**config.mk**
```make
export PLATFORM = sky130hd
export DESIGN_NAME = detection_score_argmax_box_decode_unit
export DESIGN_NICKNAME = d
export VERILOG_FILES = /design/src/hw/rtl/dsbox_pkg.sv /design/src/hw/rtl/detection_score_argmax_box_decode_unit.sv
export SDC_FILE = /design/constraint.sdc
export NUM_CORES = 2
export LEC_CHECK = 0
export ABC_AREA = 1
export BUFFER_PORTS_ARGS = -buffer_cell sky130_fd_sc_hd__buf_2
export CORE_AREA = 2 2 315 379
export CTS_BUF_LIST = sky130_fd_sc_hd__clkbuf_16
export CTS_CLUSTER_DIAMETER = 150
export DETAILED_ROUTE_END_ITERATION = 12
export DIE_AREA = 0 0 317 381
export GPL_ROUTABILITY_DRIVEN = 0
export PLACE_DENSITY = 0.71
export SLEW_MARGIN = 10
export SYNTH_ARGS = -nofsm -noshare
export SYNTH_HDL_FRONTEND = slang
export SYNTH_SLANG_ARGS = --single-unit
```
**constraint.sdc**
```tcl
create_clock -name clk -period 8.8 [get_ports clk]
set_input_delay 1.76 -clock clk [delete_from_list [all_inputs] [get_ports clk]]
set_output_delay 1.76 -clock clk [all_outputs]
set_load 0.05 [all_outputs]
```
**src/hw/rtl/dsbox_pkg.sv**
```systemverilog
// shared constants, register indexes and sigmoid table for the detection decode unit
package dsbox_pkg;

    localparam int ScoreW       = 16;
    localparam int CoordW       = 16;
    localparam int SizeW        = 15;
    localparam int OffW         = 10;
    localparam int ScaleW       = 16;
    localparam int ClassCntW    = 8;
    localparam int LabelW       = 9;
    localparam int AnchorW      = 14;
    localparam int EdgeW        = 14;
    localparam int ExtW         = 13;
    localparam int ConfW        = 8;
    localparam int InDataW      = 80;
    localparam int OutDataW     = 88;
    localparam int CfgIndexW    = 2;
    localparam int CfgDataW     = 16;

    localparam logic [ClassCntW-1:0] ClassCntMax  = '1;
    localparam logic [AnchorW-1:0]   AnchorCntMax = '1;

    localparam logic signed [ScoreW-1:0] StartScore   = -16'sd28160;
    localparam logic signed [LabelW-1:0] NoClass      = '1;
    localparam logic [ScaleW-1:0]        InvScaleInit = 16'd4096;

    // saturation limit of the sigmoid input, 6.0 in Q8.8
    localparam logic [ScoreW-1:0]        SigSatMag    = 16'd1536;

    typedef enum logic [CfgIndexW-1:0] {
        CFG_CONF_THRESHOLD = 2'd0,
        CFG_X_OFFSET       = 2'd1,
        CFG_Y_OFFSET       = 2'd2,
        CFG_INV_SCALE      = 2'd3
    } cfg_index_t;

    // 65536 * sigmoid(k / 2), rounded
    function automatic logic [15:0] sig_tab(input logic [3:0] k);
        logic [15:0] v;
        case (k)
            4'd0:    v = 16'd32768;
            4'd1:    v = 16'd40793;
            4'd2:    v = 16'd47911;
            4'd3:    v = 16'd53581;
            4'd4:    v = 16'd57724;
            4'd5:    v = 16'd60565;
            4'd6:    v = 16'd62428;
            4'd7:    v = 16'd63615;
            4'd8:    v = 16'd64357;
            4'd9:    v = 16'd64816;
            4'd10:   v = 16'd65097;
            4'd11:   v = 16'd65269;
            4'd12:   v = 16'd65374;
            default: v = 16'd65374;
        endcase
        return v;
    endfunction

endpackage

```
**src/hw/rtl/detection_score_argmax_box_decode_unit.sv**
```systemverilog
// detection head decode: per-anchor class argmax, threshold and letterbox box decode
//
// s_axis carries one class logit per transfer; tuser marks the last class of an
// anchor and tlast the last transfer of a frame. box fields are sampled only on
// the last class. a running maximum and its class index are updated in the
// transfer cycle; on the last class, if the maximum beats conf_threshold, one
// detection enters a three-register pipeline (candidate, products, result)
// and m_axis_tvalid rises when it reaches the result register.
// the input takes one transfer per cycle while s_axis_tready is high, as the
// argmax registers compare and update on each transfer; anchors that emit
// nothing leave no gap. the cfg port writes conf_threshold, x_offset,
// y_offset and inv_scale; write only while no detection is in flight.
// reset clears the argmax, class and anchor counters and loads register
// defaults (inv_scale 1.0). when m_axis_tready is low the result register holds
// and the pipeline fills; s_axis_tready falls only once all three stages hold
// a detection, so the input keeps flowing across a short stall.
module detection_score_argmax_box_decode_unit
    import dsbox_pkg::*;
(
    input  logic                 clk,
    input  logic                 rst_n,
    input  logic                 s_axis_tvalid,
    output logic                 s_axis_tready,
    // class_score, box_cx, box_cy, box_w, box_h, zero pad
    input  logic [InDataW-1:0]   s_axis_tdata,
    // last_anchor
    input  logic                 s_axis_tlast,
    // last_class
    input  logic [0:0]           s_axis_tuser,
    output logic                 m_axis_tvalid,
    input  logic                 m_axis_tready,
    // left, top, width, height, label, confidence, anchor_index, zero pad
    output logic [OutDataW-1:0]  m_axis_tdata,
    input  logic                 cfg_we,
    input  logic [CfgIndexW-1:0] cfg_index,
    input  logic [CfgDataW-1:0]  cfg_data
);

    // configuration
    logic signed [ScoreW-1:0] conf_threshold_reg;
    logic [OffW-1:0]          x_offset_reg;
    logic [OffW-1:0]          y_offset_reg;
    logic [ScaleW-1:0]        inv_scale_reg;

    // argmax state
    logic signed [ScoreW-1:0] best_score_reg;
    logic signed [LabelW-1:0] best_class_reg;
    logic [ClassCntW-1:0]     class_count_reg;
    logic [AnchorW-1:0]       anchor_count_reg;

    // candidate stage
    logic                     s1_valid_reg;
    logic signed [17:0]       s1_x5_reg;
    logic signed [17:0]       s1_y5_reg;
    logic [SizeW-1:0]         s1_w_reg;
    logic [SizeW-1:0]         s1_h_reg;
    logic signed [LabelW-1:0] s1_label_reg;
    logic [ScoreW-1:0]        s1_score_reg;
    logic [AnchorW-1:0]       s1_anchor_reg;

    // product stage
    logic                     s2_valid_reg;
    logic signed [34:0]       s2_px_reg;
    logic signed [34:0]       s2_py_reg;
    logic [30:0]              s2_pw_reg;
    logic [30:0]              s2_ph_reg;
    logic signed [LabelW-1:0] s2_label_reg;
    logic [15:0]              s2_base_reg;
    logic [12:0]              s2_frac_reg;
    logic                     s2_sat_reg;
    logic                     s2_neg_reg;
    logic [AnchorW-1:0]       s2_anchor_reg;

    // result register
    logic                     out_valid_reg;
    logic [EdgeW-1:0]         out_left_reg;
    logic [EdgeW-1:0]         out_top_reg;
    logic [ExtW-1:0]          out_width_reg;
    logic [ExtW-1:0]          out_height_reg;
    logic [LabelW-1:0]        out_label_reg;
    logic [ConfW-1:0]         out_conf_reg;
    logic [AnchorW-1:0]       out_anchor_reg;

    logic out_ready;
    logic s2_ready;
    logic s1_ready;
    logic in_xfer;

    assign out_ready     = !out_valid_reg || m_axis_tready;
    assign s2_ready      = !s2_valid_reg || out_ready;
    assign s1_ready      = !s1_valid_reg || s2_ready;
    assign s_axis_tready = s1_ready;
    assign in_xfer       = s_axis_tvalid && s_axis_tready;

    // input fields
    logic signed [ScoreW-1:0] in_score;
    logic signed [CoordW-1:0] in_cx;
    logic signed [CoordW-1:0] in_cy;
    logic [SizeW-1:0]         in_w;
    logic [SizeW-1:0]         in_h;
    logic                     in_last_class;
    logic                     in_last_anchor;

    assign in_score       = s_axis_tdata[15:0];
    assign in_cx          = s_axis_tdata[31:16];
    assign in_cy          = s_axis_tdata[47:32];
    assign in_w           = s_axis_tdata[62:48];
    assign in_h           = s_axis_tdata[77:63];
    assign in_last_class  = s_axis_tuser[0];
    assign in_last_anchor = s_axis_tlast;

    // argmax update and threshold
    logic                     better;
    logic signed [ScoreW-1:0] cand_score;
    logic signed [LabelW-1:0] cand_class;
    logic                     emit;
    logic signed [17:0]       x5;
    logic signed [17:0]       y5;

    always_comb
    begin
        better     = in_score > best_score_reg;
        cand_score = better ? in_score : best_score_reg;
        cand_class = better ? {1'b0, class_count_reg} : best_class_reg;
        emit       = in_last_class && (cand_score > conf_threshold_reg);
        // corner in Q.5: 2*centre - size - offset
        x5 = {in_cx[15], in_cx, 1'b0} - {3'b000, in_w} - {3'b000, x_offset_reg, 5'b00000};
        y5 = {in_cy[15], in_cy, 1'b0} - {3'b000, in_h} - {3'b000, y_offset_reg, 5'b00000};
    end

    always_ff @(posedge clk or negedge rst_n)
    begin
        if (!rst_n)
        begin
            conf_threshold_reg <= '0;
            x_offset_reg       <= '0;
            y_offset_reg       <= '0;
            inv_scale_reg      <= InvScaleInit;
        end
        else if (cfg_we)
        begin
            unique case (cfg_index_t'(cfg_index))
                CFG_CONF_THRESHOLD: conf_threshold_reg <= cfg_data;
                CFG_X_OFFSET:       x_offset_reg       <= cfg_data[OffW-1:0];
                CFG_Y_OFFSET:       y_offset_reg       <= cfg_data[OffW-1:0];
                CFG_INV_SCALE:      inv_scale_reg      <= cfg_data;
                default:            ;
            endcase
        end
    end

    always_ff @(posedge clk or negedge rst_n)
    begin
        if (!rst_n)
        begin
            best_score_reg   <= StartScore;
            best_class_reg   <= NoClass;
            class_count_reg  <= '0;
            anchor_count_reg <= '0;
        end
        else if (in_xfer)
        begin
            if (in_last_anchor || in_last_class)
            begin
                best_score_reg  <= StartScore;
                best_class_reg  <= NoClass;
                class_count_reg <= '0;
            end
            else
            begin
                best_score_reg <= cand_score;
                best_class_reg <= cand_class;
                if (class_count_reg != ClassCntMax)
                begin
                    class_count_reg <= class_count_reg + 1'b1;
                end
            end
            if (in_last_anchor)
            begin
                anchor_count_reg <= '0;
            end
            else if (in_last_class && (anchor_count_reg != AnchorCntMax))
            begin
                anchor_count_reg <= anchor_count_reg + 1'b1;
            end
        end
    end

    // candidate stage
    always_ff @(posedge clk or negedge rst_n)
    begin
        if (!rst_n)
        begin
            s1_valid_reg <= 1'b0;
        end
        else if (s1_ready)
        begin
            s1_valid_reg <= in_xfer && emit;
        end
    end

    always_ff @(posedge clk)
    begin
        if (in_xfer && emit)
        begin
            s1_x5_reg     <= x5;
            s1_y5_reg     <= y5;
            s1_w_reg      <= in_w;
            s1_h_reg      <= in_h;
            s1_label_reg  <= cand_class;
            s1_score_reg  <= cand_score;
            s1_anchor_reg <= anchor_count_reg;
        end
    end

    // products and sigmoid table lookup
    logic signed [34:0] px;
    logic signed [34:0] py;
    logic [30:0]        pw;
    logic [30:0]        ph;
    logic [15:0]        mag;
    logic [3:0]         seg;
    logic [6:0]         fr;
    logic [15:0]        t_lo;
    logic [15:0]        t_hi;
    logic [15:0]        t_diff;
    logic [19:0]        t_prod;

    always_comb
    begin
        px     = s1_x5_reg * $signed({1'b0, inv_scale_reg});
        py     = s1_y5_reg * $signed({1'b0, inv_scale_reg});
        pw     = 31'(s1_w_reg) * 31'(inv_scale_reg);
        ph     = 31'(s1_h_reg) * 31'(inv_scale_reg);
        mag    = s1_score_reg[15] ? (~s1_score_reg + 16'd1) : s1_score_reg;
        seg    = mag[10:7];
        fr     = mag[6:0];
        t_lo   = sig_tab(seg);
        t_hi   = sig_tab(seg + 4'd1);
        t_diff = t_hi - t_lo;
        t_prod = 20'(t_diff[12:0]) * 20'(fr);
    end

    always_ff @(posedge clk or negedge rst_n)
    begin
        if (!rst_n)
        begin
            s2_valid_reg <= 1'b0;
        end
        else if (s2_ready)
        begin
            s2_valid_reg <= s1_valid_reg;
        end
    end

    always_ff @(posedge clk)
    begin
        if (s2_ready && s1_valid_reg)
        begin
            s2_px_reg     <= px;
            s2_py_reg     <= py;
            s2_pw_reg     <= pw;
            s2_ph_reg     <= ph;
            s2_label_reg  <= s1_label_reg;
            s2_base_reg   <= t_lo;
            s2_frac_reg   <= t_prod[19:7];
            s2_sat_reg    <= mag >= SigSatMag;
            s2_neg_reg    <= s1_score_reg[15];
            s2_anchor_reg <= s1_anchor_reg;
        end
    end

    // truncation toward zero, saturation and confidence
    logic signed [34:0] px_adj;
    logic signed [34:0] py_adj;
    logic signed [17:0] rx;
    logic signed [17:0] ry;
    logic [EdgeW-1:0]   left_next;
    logic [EdgeW-1:0]   top_next;
    logic [ExtW-1:0]    width_next;
    logic [ExtW-1:0]    height_next;
    logic [16:0]        f;
    logic [16:0]        f_inv;
    logic [ConfW-1:0]   conf_next;

    always_comb
    begin
        px_adj = s2_px_reg[34] ? (s2_px_reg + 35'sd131071) : s2_px_reg;
        py_adj = s2_py_reg[34] ? (s2_py_reg + 35'sd131071) : s2_py_reg;
        rx     = px_adj[34:17];
        ry     = py_adj[34:17];

        if (rx > 18'sd8191)
            left_next = 14'h1fff;
        else if (rx < -18'sd8192)
            left_next = 14'h2000;
        else
            left_next = rx[EdgeW-1:0];

        if (ry > 18'sd8191)
            top_next = 14'h1fff;
        else if (ry < -18'sd8192)
            top_next = 14'h2000;
        else
            top_next = ry[EdgeW-1:0];

        width_next  = (s2_pw_reg[30:16] > 15'd8191) ? 13'h1fff : s2_pw_reg[28:16];
        height_next = (s2_ph_reg[30:16] > 15'd8191) ? 13'h1fff : s2_ph_reg[28:16];

        f     = s2_sat_reg ? 17'h10000 : ({1'b0, s2_base_reg} + 17'(s2_frac_reg));
        f_inv = 17'h10000 - f;
        if (s2_neg_reg)
            conf_next = f_inv[15:8];
        else if (f[16])
            conf_next = 8'hff;
        else
            conf_next = f[15:8];
    end

    always_ff @(posedge clk or negedge rst_n)
    begin
        if (!rst_n)
        begin
            out_valid_reg <= 1'b0;
        end
        else if (out_ready)
        begin
            out_valid_reg <= s2_valid_reg;
        end
    end

    always_ff @(posedge clk)
    begin
        if (out_ready && s2_valid_reg)
        begin
            out_left_reg   <= left_next;
            out_top_reg    <= top_next;
            out_width_reg  <= width_next;
            out_height_reg <= height_next;
            out_label_reg  <= s2_label_reg;
            out_conf_reg   <= conf_next;
            out_anchor_reg <= s2_anchor_reg;
        end
    end

    assign m_axis_tvalid = out_valid_reg;
    assign m_axis_tdata  = {3'b000, out_anchor_reg, out_conf_reg, out_label_reg,
                            out_height_reg, out_width_reg, out_top_reg, out_left_reg};

    // no class index recorded means the maximum is still the start score
    assert property (@(posedge clk) disable iff (!rst_n)
        (best_class_reg == NoClass) |-> (best_score_reg == StartScore))
        else $error("argmax class cleared but score moved");

    // recorded class never lies beyond the classes seen so far
    assert property (@(posedge clk) disable iff (!rst_n)
        !best_class_reg[LabelW-1] |-> (best_class_reg[ClassCntW-1:0] <= class_count_reg))
        else $error("argmax class beyond class count");

    // an empty result register always lets input through
    assert property (@(posedge clk) disable iff (!rst_n)
        !out_valid_reg |-> s_axis_tready)
        else $error("input stalled with empty result register");

    // a stalled product stage keeps its detection
    assert property (@(posedge clk) disable iff (!rst_n)
        (s2_valid_reg && !s2_ready) |=> s2_valid_reg)
        else $error("detection dropped in product stage");

endmodule
```
# Word-level counts from Yosys, hierarchy flattened

Memories as Yosys holds them, arrays and structs flattened.
Cells that the tools add are included.

Multiplexer cells: 16
Reduce and logical (&&, ||, !) cells: 22
Equality and inequality tests: 5
Shift operators: 0
$add $sub $neg: 13
$mul: 5
Order comparisons: 9
Div/mod/pow operators: 0
Bitwise operators: 1

Operator list:

| kind                   | count |
|---|---|
| $add 35x18->35 const B | 2 |
| $mul 18x17->35         | 2 |
| $mux 35                | 2 |
| $mul 15x16->31         | 2 |
| $mux 14                | 4 |
| $mux 16                | 3 |
| $gt 18x14->1 const B   | 2 |
| $lt 18x14->1 const B   | 2 |
| $sub 17x16->18         | 2 |
| $sub 18x15->18         | 2 |
| $gt 16x16->1           | 2 |
| $mux 8                 | 4 |
| $gt 15x13->1 const B   | 2 |
| $mul 13x7->20          | 1 |
| $mux 9                 | 2 |
| $add 16x13->17         | 1 |
| $mux 17                | 1 |
| $add 16x1->16 const B  | 1 |
| $ge 16x11->1 const B   | 1 |
| $not 16->16            | 1 |
| $sub 1x16->16 const A  | 1 |
| $add 14x1->14 const B  | 1 |
| $ne 14x14->1 const B   | 1 |
| $sub 13x13->13         | 1 |
| other kinds (11)       | 28 |

Word-level logic and storage cells: 108
Output and inout port bits: 90
Bits in registers: 478
Memories: 2
ROM bits: 480
Latch bits: 0
RAM bits: 0
Input port bits: 105

Memories:

| memory           | words | bits a word | rd ports | clocked after memory_dff | write ports | RTL line        | source |
|---|---|---|---|---|---|---|---|
| (name not given) | 16    | 15          | 1        | 0                        | 0           | dsbox_pkg.sv:40 | `case (k)` |
| (name not given) | 16    | 15          | 1        | 0                        | 0           | dsbox_pkg.sv:40 |  |

# Depth between registers and ports, before layout

An unclocked memory read counts as a cell.

Word-level depth: 7
Depth in mapped cells: 43
Gate-level depth less buffers: 42

# Worst setup path before layout

Ideal clock, no wire load.

Path kind: input to register
Start point: input s_axis_tdata[9]
End point: register s1_anchor_reg[0], enable pin
Stages: 21
Path slack: -0.118 ns
Setup time: 0.570 ns
Data arrival time: 8.349 ns
Required time: 8.230 ns
Buffers on the path: 1
Cell sequence: ha_1 > a21o_1 > nand3_1 > a21oi_1 > nor2_1 > nand2_1 > nand2_1 > nand3_2 > inv_2 > buf_2 > nand2_1 > nand2_1 > ha_1 > a21oi_1 > o21ai_0 > nand2_1 > o211ai_1 > nand2_1 > nand3b_1 > xor2_1 > nor2_1

Word-level cells in the longest chain between the ends: 5

RTL lines:

| item                   | RTL line                                      | source |
|---|---|---|
| start: declaration     | detection_score_argmax_box_decode_unit.sv:25  | `input logic [InDataW-1:0] s_axis_tdata,` |
| $gt 16x16->1           | detection_score_argmax_box_decode_unit.sv:122 | `better = in_score > best_score_reg;` |
| $mux 16                | detection_score_argmax_box_decode_unit.sv:123 | `cand_score = better ? in_score : best_score_reg;` |
| net cand_score[1]      | detection_score_argmax_box_decode_unit.sv:114 | `logic signed [ScoreW-1:0] cand_score;` |
| $gt 16x16->1           | detection_score_argmax_box_decode_unit.sv:125 | `emit = in_last_class && (cand_score > conf_threshold_reg);` |
| $logic_and 1x1->1      | detection_score_argmax_box_decode_unit.sv:125 |  |
| $logic_and 1x1->1      | detection_score_argmax_box_decode_unit.sv:204 | `if (in_xfer && emit)` |
| end signal: assignment | detection_score_argmax_box_decode_unit.sv:212 | `s1_anchor_reg <= anchor_count_reg;` |
| end: declaration       | detection_score_argmax_box_decode_unit.sv:59  | `logic [AnchorW-1:0] s1_anchor_reg;` |

The timed path passes the listed nets, and every way through them passes these cells.
A chain may end at the register's enable or synchronous reset.

# Worst setup path after layout

Start point: register s1_score_reg[0]
End point: register s2_frac_reg[12], data pin

Elaborated cells between the ends (all ways): 8
Those cells by class: add/sub: 3; mul: 1; mux: 1; bitwise: 1; memory: 2

RTL lines:

| item                     | RTL line                                      | source |
|---|---|---|
| start: declaration       | detection_score_argmax_box_decode_unit.sv:58  | `logic [ScoreW-1:0] s1_score_reg;` |
| start signal: assignment | detection_score_argmax_box_decode_unit.sv:211 | `s1_score_reg <= cand_score;` |
| $not 16->16              | detection_score_argmax_box_decode_unit.sv:235 | `mag = s1_score_reg[15] ? (~s1_score_reg + 16'd1) : s1_score_reg;` |
| $add 16x1->16            | detection_score_argmax_box_decode_unit.sv:235 |  |
| $mux 16                  | detection_score_argmax_box_decode_unit.sv:235 |  |
| $mem_v2 16x15            | n/a                                           |  |
| net t_lo[0]              | detection_score_argmax_box_decode_unit.sv:224 | `logic [15:0] t_lo;` |
| $sub 13x13->13           | detection_score_argmax_box_decode_unit.sv:240 | `t_diff = t_hi - t_lo;` |
| $mul 13x7->20            | detection_score_argmax_box_decode_unit.sv:241 | `t_prod = 20'(t_diff[12:0]) * 20'(fr);` |
| net t_prod[19]           | detection_score_argmax_box_decode_unit.sv:227 | `logic [19:0] t_prod;` |
| end signal: assignment   | detection_score_argmax_box_decode_unit.sv:266 | `s2_frac_reg <= t_prod[19:7];` |
| end: declaration         | detection_score_argmax_box_decode_unit.sv:69  | `logic [12:0] s2_frac_reg;` |

The timed path passes the listed nets, and every way through them passes these cells.

==> impl_metrics.tcl <==
set metrics [dict create \
    ff2ff_setup_slack_ns 0.56 \
    cts.root.buffer_cell "clkbuf_16" \
    synth_edf_count 343 \
    cp.arrival_ns 8.63 \
    final_cell_mix "inv_1, nand2_1, fa_1" \
    synth_top_area_cell "fa_1" \
    dieArea_um2 121000 \
    grt_usage 0.265 \
    r2r_start "s1_score_reg[0]" \
    path_clk_slew_ns 0.06 \
    synthFlopType "edfxtp_1" \
    yosysWarnings 0 \
    finalCritPeriodShare 0.936 \
    grt-ovfl-total 0 \
    design.core.area_um2 117000 \
    async_flop_share 0.229 \
    hold_viol_final 0 \
    maxSlewViolCount 0 \
    routed-via-count 48800 \
    worstSkewPairLatency_ns 0.70 \
    r2r_cells 38 \
    crit_path_end_kind "register" \
    wl_met1_um 62800 \
    cap_viol_max_count 0 \
    synth_cell_type_count 68 \
    wl_um 153000 \
    cts_buffers 51 \
    tns_ns 0 \
    critPathKind "register to register" \
    ios 195 \
    crit_fanout 8 \
    die_width_um 317 \
    syn_area_per_cell_um2 8.32 \
    first_pass_iters 5 \
    grt_pass1_vias 51800 \
    fin_nets 9323 \
    drive_gt1_frac 0.0559 \
    finalSetupViolCount 0 \
    cp_top_family "adder cells" \
    relSlewSlack 0.268 \
    clock-skew-final_ns 0.0489 \
    synth_seq_cells 445 \
    antenna_left 0 \
    cts_sinks 445 \
    rows 138 \
    required_ns 9.20 \
    area_growth_pct 6.19 \
    drc_errors 0 \
    grt_max_degree 85 \
    status "finished clean" \
    critPathMaxStageDelay_ns 0.55 \
    ys_seq_area_frac 0.201 \
    tightest_slew_ns 1.10 \
    start_kind "register" \
    synth_area_leaders "fa_1, edfxtp_1, inv_1" \
    vias_per_cell 5.26 \
    ctsLongestPathBuffers 3 \
    hold_path.class "register to register" \
    met3_wirelength_um 10100 \
    max_freq_mhz 121 \
    post_drt_wl_per_cell_um 16.5 \
    drt_iter0_markers 3176 \
    grt_pass1_wl_um 257000 \
    fin_crit_ns 8.24 \
    cp.buffers_inverters 6 \
    cts_tree "yes" \
    hold_buffers 0 \
    final_common_cell "inv_1" \
    dpl.hpwl_um 122000 \
    h-tree-depth 2 \
    slowest_stage "fa_1" \
    die_y_um 381 \
    rsz0062_at_grt "false" \
    timing.rr.end "s2_frac_reg[12]" \
    syn_area_um2 64000 \
    port_buffers 189 \
    min_to "out_anchor_reg[12]" \
    synth_top_area_frac 0.319 \
    postSynthCellCount 7696 \
    wl_met2_um 74200 \
    holdPathStages 0 \
    min_from "s2_anchor_reg[12]" \
    antenna_found_initial 4 \
    initial_utilization 0.546 \
    startpoint "s1_score_reg[0]" \
    routed.top_layer "met4" \
]
-- routing by layer --
metal | global-route usage | vias up
met3 | 0.0394 | 332
met5 | 0 | -
met2 | 0.449 | 1593
met1 | 0.343 | 24000
met4 | 0.0984 | 0
li1 | - | 22800
-- cell type report --
| class | instances | area (um2) |
|---|---|---|
| Inverter | 2037 | 7660 |
| Multi-Input combinational cell | 4930 | 42400 |
| Fill cell | 10300 | 49200 |
| Sequential cell | 445 | 12900 |
| Clock inverter | 43 | 574 |
| Clock buffer | 53 | 1330 |
| Tap cell | 1540 | 1930 |
| Antenna cell | 2 | 5.00 |
| Timing Repair Buffer | 226 | 1230 |
-- through the flow --
stage / hold WS (ns) / instance area [um2] / worst slack, ns / instances / utilization
3_5_place_dp: 0.405 / 66100 / 0.508 / 9174 / 0.563
3_3_place_gp: 0.404 / 66100 / 0.517 / 9174 / 0.563
4_1_cts: 0.417 / 68000 / 0.482 / 9270 / 0.580
2_1_floorplan: 0.400 / 64000 / 1.52 / 7698 / -
6_report: 0.413 / 68000 / 0.565 / 9276 / 0.580
5_1_grt: 0.418 / 68000 / 0.0328 / 9274 / 0.580
-- cells by family after synthesis --
| family | share of synthesized area |
|---|---|
| simple gates | 0.168 |
| buf+inv | 0.138 |
| fa+ha+maj | 0.418 |
| compound gates | 0.0518 |
| flops | 0.201 |
| xor+xnor | 0.0237 |
| other cells | 0.0000586 |
-- timing repair --
action / 4_1_cts / 5_1_grt
endpoints found under the setup margin: 0 / 3
setup buffers: 0 / 4
gates resized for setup: 0 / 1
-- worst max path at each step --
stage,to,slack (ns),depth (start not counted)
2_1_floorplan,s2_frac_reg[12],1.52,41
3_3_place_gp,s2_frac_reg[12],0.52,38
3_5_place_dp,s2_frac_reg[12],0.51,40
4_1_cts,s2_frac_reg[12],0.48,38
5_1_grt,s2_frac_reg[12],0.03,40
6_report,s2_frac_reg[12],0.56,38
-- Yosys cell counts, types with 47 or more instances --
cell type	count
a21oi_1	218
clkbuf_1	233
dfrtp_1	89
edfxtp_1	343
fa_1	1021
ha_1	506
inv_1	2026
nand2_1	1930
nand3_1	151
nand4_1	62
nor2_1	355
nor3_1	47
o21ai_0	200
xnor2_1	57
xor2_1	116
Power is left out: the tool's default activity adds up to more than one toggle a clock period on the data nets, which glitch-free logic cannot reach.
